<file path="src/hdl/dual_ultrasonic_ranger_guard_defines.svh">
// Assertion macros for the dual ultrasonic ranger guard.
`ifndef DUAL_ULTRASONIC_RANGER_GUARD_DEFINES_SVH
`define DUAL_ULTRASONIC_RANGER_GUARD_DEFINES_SVH

`ifndef SYNTHESIS
// same-cycle implication
`define DURG_ASSERT_IMPLIES(label, clk, rst_n, ante, cons) \
	label: assert property (@(posedge clk) disable iff (!rst_n) (ante) |-> (cons)) \
		else $error("dual ranger guard: same-cycle check failed");
// next-cycle implication
`define DURG_ASSERT_NEXT(label, clk, rst_n, ante, cons) \
	label: assert property (@(posedge clk) disable iff (!rst_n) (ante) |=> (cons)) \
		else $error("dual ranger guard: next-cycle check failed");
`else
`define DURG_ASSERT_IMPLIES(label, clk, rst_n, ante, cons)
`define DURG_ASSERT_NEXT(label, clk, rst_n, ante, cons)
`endif

`endif

</file>
<file path="src/hdl/dugrd_pkg.sv">
// Types and constants for the dual ultrasonic ranger guard.
package dugrd_pkg;

	typedef logic [2:0] phase_t;

	localparam phase_t PH_SETTLE = 3'd0;
	localparam phase_t PH_PULSE  = 3'd1;
	localparam phase_t PH_WAIT   = 3'd2;
	localparam phase_t PH_HIGH   = 3'd3;
	localparam phase_t PH_GAP    = 3'd4;

	typedef logic [2:0] cfg_idx_t;

	localparam cfg_idx_t CFG_ECHO_TIMEOUT = 3'd0;
	localparam cfg_idx_t CFG_NEAR_LIMIT   = 3'd1;
	localparam cfg_idx_t CFG_REPEAT_GAP   = 3'd2;
	localparam cfg_idx_t CFG_TRIG_SETTLE  = 3'd3;
	localparam cfg_idx_t CFG_TRIG_PULSE   = 3'd4;
	localparam cfg_idx_t CFG_GUARD_ENABLE = 3'd5;

	localparam int CFG_DATA_W = 20;
	localparam int TICK_W     = 20;
	localparam int RANGE_W    = 19;
	localparam int TMO_W      = 16;

	localparam logic [TMO_W-1:0]   RST_ECHO_TIMEOUT = 16'd10000;
	localparam logic [9:0]         RST_NEAR_LIMIT   = 10'd25;
	localparam logic [TICK_W-1:0]  RST_REPEAT_GAP   = 20'd50000;
	localparam logic [7:0]         RST_TRIG_SETTLE  = 8'd2;
	localparam logic [7:0]         RST_TRIG_PULSE   = 8'd10;

	// 0.0343 cm/us halved, in Q8 with an extra 8 fraction bits: 1124 / 65536
	localparam logic [10:0]        CM_Q8_SCALE = 11'd1124;
	localparam logic [RANGE_W-1:0] RANGE_MAX   = 19'd524287;

	typedef struct packed {
		logic               guard_clear_pulse;
		logic               guard_set_pulse;
		logic               guard_active;
		logic               fresh_left;
		logic               fresh_right;
		logic [RANGE_W-1:0] range_left_q8;
		logic [RANGE_W-1:0] range_right_q8;
		logic               trig_left;
		logic               trig_right;
	} result_t;

endpackage

</file>
<file path="src/hdl/dual_ultrasonic_ranger_guard.sv">
// Dual ultrasonic ranger guard: trigger sequencing, echo timing and obstacle guard.
//
//   channel | dir | handshake          | payload
//   s_*     | in  | s_tvalid/s_tready  | s_tdata: one microsecond tick with both echo levels
//   m_*     | out | m_tvalid/m_tready  | m_tdata: trigger levels, ranges, fresh flags, guard
//   cfg_*   | in  | cfg_wen            | cfg_index, cfg_wdata: register write
//
// One tick per clock: the whole channel update is done in the accept cycle and the
// result lands in the output register, so the rate is one item a cycle.
// The output register sets the pace: s_tready drops only while a result is held by
// m_tready low. arst_n clears all channel state and loads the register defaults.
`include "dual_ultrasonic_ranger_guard_defines.svh"

module dual_ultrasonic_ranger_guard
	import dugrd_pkg::*;
#(
	parameter int CHANNEL_COUNT = 2,
	parameter int WIDTH_BITS    = 16
) (
	input  logic                  clk,
	input  logic                  arst_n,
	input  logic                  s_tvalid,
	output logic                  s_tready,
	input  logic [7:0]            s_tdata,   // [0] echo_right, [1] echo_left, [7:2] zero
	output logic                  m_tvalid,
	input  logic                  m_tready,
	// [0] trig_right, [1] trig_left, [20:2] range_right_q8, [39:21] range_left_q8,
	// [40] fresh_right, [41] fresh_left, [42] guard_active, [43] guard_set_pulse,
	// [44] guard_clear_pulse, [47:45] zero
	output logic [47:0]           m_tdata,
	input  logic                  cfg_wen,
	input  logic [2:0]            cfg_index,
	input  logic [CFG_DATA_W-1:0] cfg_wdata
);

	// effective timeout width: the timeout register or the width cap, whichever is narrower
	localparam int TW   = (WIDTH_BITS < TMO_W) ? WIDTH_BITS : TMO_W;
	localparam int PW   = TW + 11;
	localparam int HAS1 = (CHANNEL_COUNT > 1) ? 1 : 0;

	logic [TMO_W-1:0]  echo_timeout_q;
	logic [9:0]        near_limit_q;
	logic [TICK_W-1:0] repeat_gap_q;
	logic [7:0]        trig_settle_q;
	logic [7:0]        trig_pulse_q;
	logic              guard_enable_q;

	phase_t             ph_q [CHANNEL_COUNT];
	logic [TICK_W-1:0]  tk_q [CHANNEL_COUNT];
	logic [TW-1:0]      wd_q [CHANNEL_COUNT];
	logic [RANGE_W-1:0] rg_q [CHANNEL_COUNT];
	logic               guard_q;

	phase_t             ph_n [CHANNEL_COUNT];
	logic [TICK_W-1:0]  tk_n [CHANNEL_COUNT];
	logic [TW-1:0]      wd_n [CHANNEL_COUNT];
	logic [RANGE_W-1:0] rg_n [CHANNEL_COUNT];
	logic [PW-1:0]      prod [CHANNEL_COUNT];
	logic [CHANNEL_COUNT-1:0] trig_n;
	logic [CHANNEL_COUNT-1:0] fresh_n;
	logic [CHANNEL_COUNT-1:0] echo_c;

	logic [TW-1:0]      tmo;
	logic [7:0]         pulse_eff;
	logic [RANGE_W-1:0] limit_q8;
	logic               near;
	logic               guard_n;
	logic               set_n;
	logic               clr_n;

	result_t out_d;
	result_t out_q;
	logic    out_valid_q;
	logic    s_acc;

	assign s_tready = !out_valid_q || m_tready;
	assign s_acc    = s_tvalid && s_tready;
	assign m_tvalid = out_valid_q;
	assign m_tdata  = {3'b000, out_q};

	// configuration registers
	always_ff @(posedge clk or negedge arst_n) begin
		if (!arst_n) begin
			echo_timeout_q <= RST_ECHO_TIMEOUT;
			near_limit_q   <= RST_NEAR_LIMIT;
			repeat_gap_q   <= RST_REPEAT_GAP;
			trig_settle_q  <= RST_TRIG_SETTLE;
			trig_pulse_q   <= RST_TRIG_PULSE;
			guard_enable_q <= 1'b1;
		end else if (cfg_wen) begin
			unique case (cfg_index)
				CFG_ECHO_TIMEOUT: echo_timeout_q <= cfg_wdata[TMO_W-1:0];
				CFG_NEAR_LIMIT:   near_limit_q   <= cfg_wdata[9:0];
				CFG_REPEAT_GAP:   repeat_gap_q   <= cfg_wdata;
				CFG_TRIG_SETTLE:  trig_settle_q  <= cfg_wdata[7:0];
				CFG_TRIG_PULSE:   trig_pulse_q   <= cfg_wdata[7:0];
				CFG_GUARD_ENABLE: guard_enable_q <= cfg_wdata[0];
				default: ;
			endcase
		end
	end

	always_comb begin
		if (32'(echo_timeout_q) > ((32'd1 << WIDTH_BITS) - 32'd1)) begin
			tmo = '1;
		end else begin
			tmo = TW'(echo_timeout_q);
		end
		pulse_eff = (trig_pulse_q == 8'd0) ? 8'd1 : trig_pulse_q;
		limit_q8  = {1'b0, near_limit_q, 8'b0};
	end

	// per-channel tick update
	always_comb begin
		near = 1'b0;
		for (int c = 0; c < CHANNEL_COUNT; c++) begin
			ph_n[c]    = ph_q[c];
			tk_n[c]    = tk_q[c];
			wd_n[c]    = wd_q[c];
			rg_n[c]    = rg_q[c];
			trig_n[c]  = 1'b0;
			fresh_n[c] = 1'b0;
			prod[c]    = PW'(wd_q[c]) * PW'(CM_Q8_SCALE);
			echo_c[c]  = (c == 0) ? s_tdata[0] : (c == 1) ? s_tdata[1] : 1'b0;

			if (ph_n[c] > PH_GAP) begin
				ph_n[c] = PH_SETTLE;
				tk_n[c] = '0;
			end
			// zero-length gap and settle fall through within the same tick
			if (ph_n[c] == PH_GAP && tk_n[c] >= repeat_gap_q) begin
				ph_n[c] = PH_SETTLE;
				tk_n[c] = '0;
			end
			if (ph_n[c] == PH_SETTLE && tk_n[c] >= TICK_W'(trig_settle_q)) begin
				ph_n[c] = PH_PULSE;
				tk_n[c] = '0;
			end

			unique case (ph_n[c])
				PH_SETTLE, PH_GAP: begin
					tk_n[c] = tk_n[c] + 1'b1;
				end
				PH_PULSE: begin
					trig_n[c] = 1'b1;
					tk_n[c]   = tk_n[c] + 1'b1;
					if (tk_n[c] >= TICK_W'(pulse_eff)) begin
						ph_n[c] = PH_WAIT;
						tk_n[c] = '0;
					end
				end
				PH_WAIT: begin
					if (echo_c[c]) begin
						ph_n[c] = PH_HIGH;
						wd_n[c] = TW'(1);
						tk_n[c] = '0;
					end else begin
						tk_n[c] = tk_n[c] + 1'b1;
						if (tk_n[c] > TICK_W'(tmo)) begin
							rg_n[c]    = '0;
							fresh_n[c] = 1'b1;
							ph_n[c]    = PH_GAP;
							tk_n[c]    = '0;
							wd_n[c]    = '0;
						end
					end
				end
				PH_HIGH: begin
					if (echo_c[c] && wd_q[c] < tmo) begin
						wd_n[c] = wd_q[c] + 1'b1;
					end else begin
						fresh_n[c] = 1'b1;
						ph_n[c]    = PH_GAP;
						tk_n[c]    = '0;
						wd_n[c]    = '0;
						if (echo_c[c] || wd_q[c] > tmo) begin
							rg_n[c] = '0;
						end else if (32'(prod[c][PW-1:8]) > 32'(RANGE_MAX)) begin
							rg_n[c] = RANGE_MAX;
						end else begin
							rg_n[c] = RANGE_W'(prod[c][PW-1:8]);
						end
					end
				end
				default: begin
					ph_n[c] = PH_SETTLE;
					tk_n[c] = '0;
				end
			endcase

			if (rg_n[c] != '0 && rg_n[c] <= limit_q8) begin
				near = 1'b1;
			end
		end
	end

	always_comb begin
		guard_n = guard_q;
		set_n   = 1'b0;
		clr_n   = 1'b0;
		if (guard_enable_q) begin
			set_n   = near && !guard_q;
			clr_n   = !near && guard_q;
			guard_n = near;
		end

		out_d.trig_right        = trig_n[0];
		out_d.range_right_q8    = rg_n[0];
		out_d.fresh_right       = fresh_n[0];
		out_d.trig_left         = trig_n[HAS1] & (HAS1 == 1);
		out_d.range_left_q8     = rg_n[HAS1] & {RANGE_W{HAS1 == 1}};
		out_d.fresh_left        = fresh_n[HAS1] & (HAS1 == 1);
		out_d.guard_active      = guard_n;
		out_d.guard_set_pulse   = set_n;
		out_d.guard_clear_pulse = clr_n;
	end

	always_ff @(posedge clk or negedge arst_n) begin
		if (!arst_n) begin
			for (int c = 0; c < CHANNEL_COUNT; c++) begin
				ph_q[c] <= PH_SETTLE;
				tk_q[c] <= '0;
				wd_q[c] <= '0;
				rg_q[c] <= '0;
			end
			guard_q     <= 1'b0;
			out_valid_q <= 1'b0;
		end else if (s_acc) begin
			for (int c = 0; c < CHANNEL_COUNT; c++) begin
				ph_q[c] <= ph_n[c];
				tk_q[c] <= tk_n[c];
				wd_q[c] <= wd_n[c];
				rg_q[c] <= rg_n[c];
			end
			guard_q     <= guard_n;
			out_valid_q <= 1'b1;
		end else if (m_tready) begin
			out_valid_q <= 1'b0;
		end
	end

	always_ff @(posedge clk) begin
		if (s_acc) begin
			out_q <= out_d;
		end
	end

	`DURG_ASSERT_IMPLIES(a_pulses_exclusive, clk, arst_n, m_tvalid, !(out_q.guard_set_pulse && out_q.guard_clear_pulse))
	`DURG_ASSERT_IMPLIES(a_set_raises_flag, clk, arst_n, m_tvalid && out_q.guard_set_pulse, out_q.guard_active && guard_q)
	`DURG_ASSERT_NEXT(a_fresh_enters_gap, clk, arst_n, s_acc && out_d.fresh_right, ph_q[0] == PH_GAP && tk_q[0] == '0)
	`DURG_ASSERT_IMPLIES(a_trig_in_pulse, clk, arst_n, m_tvalid && out_q.trig_right, ph_q[0] == PH_PULSE || ph_q[0] == PH_WAIT)

endmodule
</file>
<file path="config.mk">
export PLATFORM = sky130hd
export DESIGN_NAME = dual_ultrasonic_ranger_guard
export DESIGN_NICKNAME = d
export VERILOG_FILES = /design/src/hdl/dugrd_pkg.sv /design/src/hdl/dual_ultrasonic_ranger_guard.sv
export VERILOG_INCLUDE_DIRS = /design/src /design/src/hdl
export SDC_FILE = /design/constraint.sdc
export NUM_CORES = 1
export LEC_CHECK = 0
export CORE_MARGIN = 5
export CORE_UTILIZATION = 40
export CTS_CLUSTER_SIZE = 40
export DETAILED_ROUTE_END_ITERATION = 8
export DONT_BUFFER_PORTS = 1
export PLACE_DENSITY = 0.51
export RECOVER_POWER = 100
export SLEW_MARGIN = 20
export SYNTH_ARGS = -nofsm -noshare
export SYNTH_HDL_FRONTEND = slang
export SYNTH_SLANG_ARGS = --single-unit
export TNS_END_PERCENT = 5
</file>
<file path="constraint.sdc">
create_clock -name clk -period 13.5 [get_ports clk]
set_input_delay 2.025 -clock clk [delete_from_list [all_inputs] [get_ports clk]]
set_output_delay 2.025 -clock clk [all_outputs]
set_load 0.02 [all_outputs]
</file>
==> results.py <==
metrics = {
    "clocking": {
        "cts-root-buf": "clkbuf_16",
        "tritoncts": "built",
        "cts-htree-levels": 1,
        "cts.reportedPaths.clkPinSlew_ns": 0.06,
        "clock_sink_count": 226,
        "hold_buffers": 0,
        "cts-buffers-inserted": 28,
        "worstSkewPairLatency_ns": 0.58,
        "cts.path.max_buffers": 3,
    },
    "sta": {
        "timing.final.crit_period_ns": 12.40,
        "relSlewSlack_pct": -152,
        "total_setup_violations_reported_at_the_end_of_the_flow": 0,
        "max_transition_viols_final": 205,
        "holdWs_ns": 0.502,
        "fin_ws_ns": 1.10,
        "post-route-period-util_pct": 91.9,
        "worst_slew_pin_slew_ns": 3.78,
        "rsz0062_at_grt": "false",
        "setup_skew_after_layout_ns": 0.0225,
        "max_clock_freq_mhz": 80.6,
        "finalSetupTns_ns": 0,
        "final-hold-violation-count": 0,
    },
    "final_layout": {
        "top_library_cells_by_usage_in_the_layout_fill_and_taps_aside": "ha_1, inv_1, nand2_1",
        "mostFrequentLayoutCell": "ha_1",
        "filler_cell_count": 4843,
        "area_growth_syn_to_layout_pct": 7.94,
        "final_net_count": 2528,
        "final_cells": 2840,
        "final_layout_size_suffix_gt1_share_pct": 7.08,
        "final_antenna_diode_count": 0,
    },
    "synthesis": {
        "ys_async_sr_fraction_pct": 80.1,
        "synth-adder-area-share_pct": 23.2,
        "synthMuxAreaShare_pct": 2.93,
        "post_synth_num_cell_types": 96,
        "synth_enable_flop_cells": 45,
        "sequential_cell_area_fraction_in_the_yosys_report_pct": 30.0,
        "post_synth_instance_area_um2": 19700,
        "synth-compound-area-share_pct": 18.8,
        "syn-instance-count": 2184,
        "post-synth-top-area-fraction_pct": 20.7,
        "synth-seq-cells": 226,
        "yosys.area_share.xor_xnor_pct": 2.67,
        "synth_top_family_by_area": "adder cells",
        "synth_top_cell_by_area": "dfrtp_1",
        "synth.yosys.warnings": 0,
        "synth_top_cells_by_area": "dfrtp_1, ha_1, edfxtp_1",
        "postSynth.topFlopCell": "dfrtp_1",
        "post_synth.cell_area_avg_um2": 9.02,
        "yosys.area_share.simple_pct": 15.9,
    },
    "place": {
        "post-place-cells": 2788,
        "dpl_worst_slack_ns": 1.03,
        "detailedPlacementHpwl_mm": 42.7,
        "io_buffer_count": 0,
        "last_weighted_congestion_value_of_the_routability_driven_placer": 0.894,
    },
    "routing": {
        "detailroute.via_count": 15700,
        "drtAntennaViolNets": 0,
        "route.final.wire_length_mm": 56.8,
        "met3_wire_length_mm": 2.99,
        "drt_first_pass_iters": 5,
        "viasPerCell": 5.53,
        "met2_wirelength_mm": 25.0,
        "drc": 0,
        "dr.first_iter.drc_count": 1082,
        "met1Wirelength_mm": 27.6,
        "route.detailed.wl_per_inst_um": 20.0,
        "topRoutingLayerUsed": "met4",
    },
    "critical_path": {
        "critical_path.endpoint_type": "register",
        "cp_data_required_time_ns": 13.83,
        "timing.critical_path.arrival_ns": 12.73,
        "cp_slowest_cell": "or4b_2",
        "crit_path_start_kind": "register",
        "critPathMostFrequentCell": "ha_1",
        "critical_path_peak_fanout": 19,
        "ws_path_type": "reg2reg",
        "cpPeakStageDelay_ns": 0.65,
    },
    "global_routing": {
        "track_usage_pct": 20.9,
        "initial_antenna_violation_count": 0,
        "wire_length_of_the_first_global_routing_pass_mm": 90.0,
        "number_of_global_route_vias_before_repair": 15500,
        "grt_start_max_net_pins": 182,
        "grt.overflow.total": 0,
    },
    "floorplan": {
        "core_area_um2": 48800,
        "die-area_um2": 53800,
        "io_pins": 86,
        "placement_rows": 81,
        "die-width_um": 232,
        "die_h_um": 232,
        "initial_core_util_pct": 40.3,
    },
    "status": {
        "run_status": "complete, but fails checks",
        "violations": "max-capacitance violations, max-slew violations",
    },
    "pwr": {
        "ir_drop_v": 0.0000940,
        "power_density_nw_per_um2": 128,
        "cellLeakagePower_nw": 10.5,
    },
    "hold_path": {
        "hold_path_class": "reg2reg",
    },
    "job": {
        "max_cap_viol_count": 6,
    },
}
-- metal layers --
layer	up-vias	global-route usage (%)
met1	7564	30.4
met4	0	4.62
met2	332	32.9
met3	66	3.28
li1	7736	-
met5	-	0
-- power by group --
part           internal [W]  switching (W)
Combinational      0.000361       0.000629
Sequential         0.000800       0.000112
Clock              0.000506       0.000325
Total               0.00167        0.00107
-- sequential cells by signal (all words and copies together), names as in the netlist --
name,flops
trig_settle_q,8
guard_enable_q,1
echo_timeout_q,16
wd_q,32
ph_q,6
rg_q,38
m_tdata,45
guard_q,1
m_tvalid,1
repeat_gap_q,20
tk_q,40
near_limit_q,10
trig_pulse_q,8
-- logic make-up (layout without fill, tap and decap cells) --
kind of cell / Yosys count / after routing
AOI/OAI and AO/OA: 553 / 553
xor gates and xnor gates: 60 / 60
adders and majority gates: 338 / 338
buffers and inverters: 327 / 317
DFF: 226 / 226
muxes: 52 / 52
other: 1 / 3
and+or+nand+nor: 627 / 627
-- timing repair --
action	4_1_cts	5_1_grt
gates resized for setup	0	1
endpoints found under the hold margin	0	0
setup endpoints to repair	0	1
setup buffers	0	0
-- metrics by stage --
step	instance area, um^2	total power, W	util [%]
finish	21300	0.00273	43.5
global route	21300	0.00292	43.5
CTS	21400	0.00277	43.7
detailed placement	20400	0.00192	41.7
global placement	20400	0.00189	41.7
floorplan	19700	0.00161	-
-- worst max-delay path, delay by kind of cell, from the launching register on --
kind | cells | cell delay (ns)
AO/OA/AOI/OAI | 23 | 4.95
AND/OR/NAND/NOR | 16 | 4.60
adder cells (fa/ha/maj) | 5 | 1.52
flip-flops | 1 | 0.60
XOR/XNOR | 1 | 0.22
buffers and inverters | 1 | 0.20
-- cell usage after synthesis (all sizes together) (7+ instances only) --
master   instances
fa              46
dfstp           18
a21oi          103
nand4           37
nor4            21
a21o            36
nand3           42
nand2          219
edfxtp          45
o21a            23
dfrtp          163
and2            58
a31oi           21
inv            248
a211o            8
nor2           114
ha             292
nor3            18
and3            22
xnor2           37
or4              8
nor2b           14
nand2b          27
o31ai           24
a22o            30
a2111oi          9
or2              8
o21ai          186
clkbuf          54
o211ai          13
o22ai            8
or3             11
xor2            23
o2bb2ai          9
buf             24
mux2            45
a211oi          14
mux2i            7
-- final timing paths --
| check | from | end | slack [ns] | cells after the start |
|---|---|---|---|---|
| setup / recovery | ph_q[2]$_DFFE_PN0P_ | m_tdata[44]$_SDFFCE_PN0P_ | 1.10 | 46 |
| hold / removal | rg_q[6]$_DFFE_PN0P_ | rg_q[6]$_DFFE_PN0P_ | 0.50 | 2 |
| setup reg to reg | ph_q[2]$_DFFE_PN0P_ | m_tdata[44]$_SDFFCE_PN0P_ | 1.10 | 46 |
| hold reg to reg | rg_q[6]$_DFFE_PN0P_ | rg_q[6]$_DFFE_PN0P_ | 0.50 | 2 |
| max in group asynchronous | arst_n | near_limit_q[0]$_DFFE_PN1P_ | 11.97 | 0 |
| min in group asynchronous | arst_n | tk_q[23]$_DFFE_PN0P_ | 1.15 | 0 |
-- area by class of cell --
cell class	instances	area (um^2)	area share, %
repair buffers	16	106	0.500
clock inverters	21	274	1.29
clock buffers	31	733	3.45
inverters	249	936	4.40
well taps	664	831	3.91
multi-input cells	1633	12500	58.7
flip-flops and latches	226	5900	27.8
Note: power is estimated with default switching activity, not from simulation.
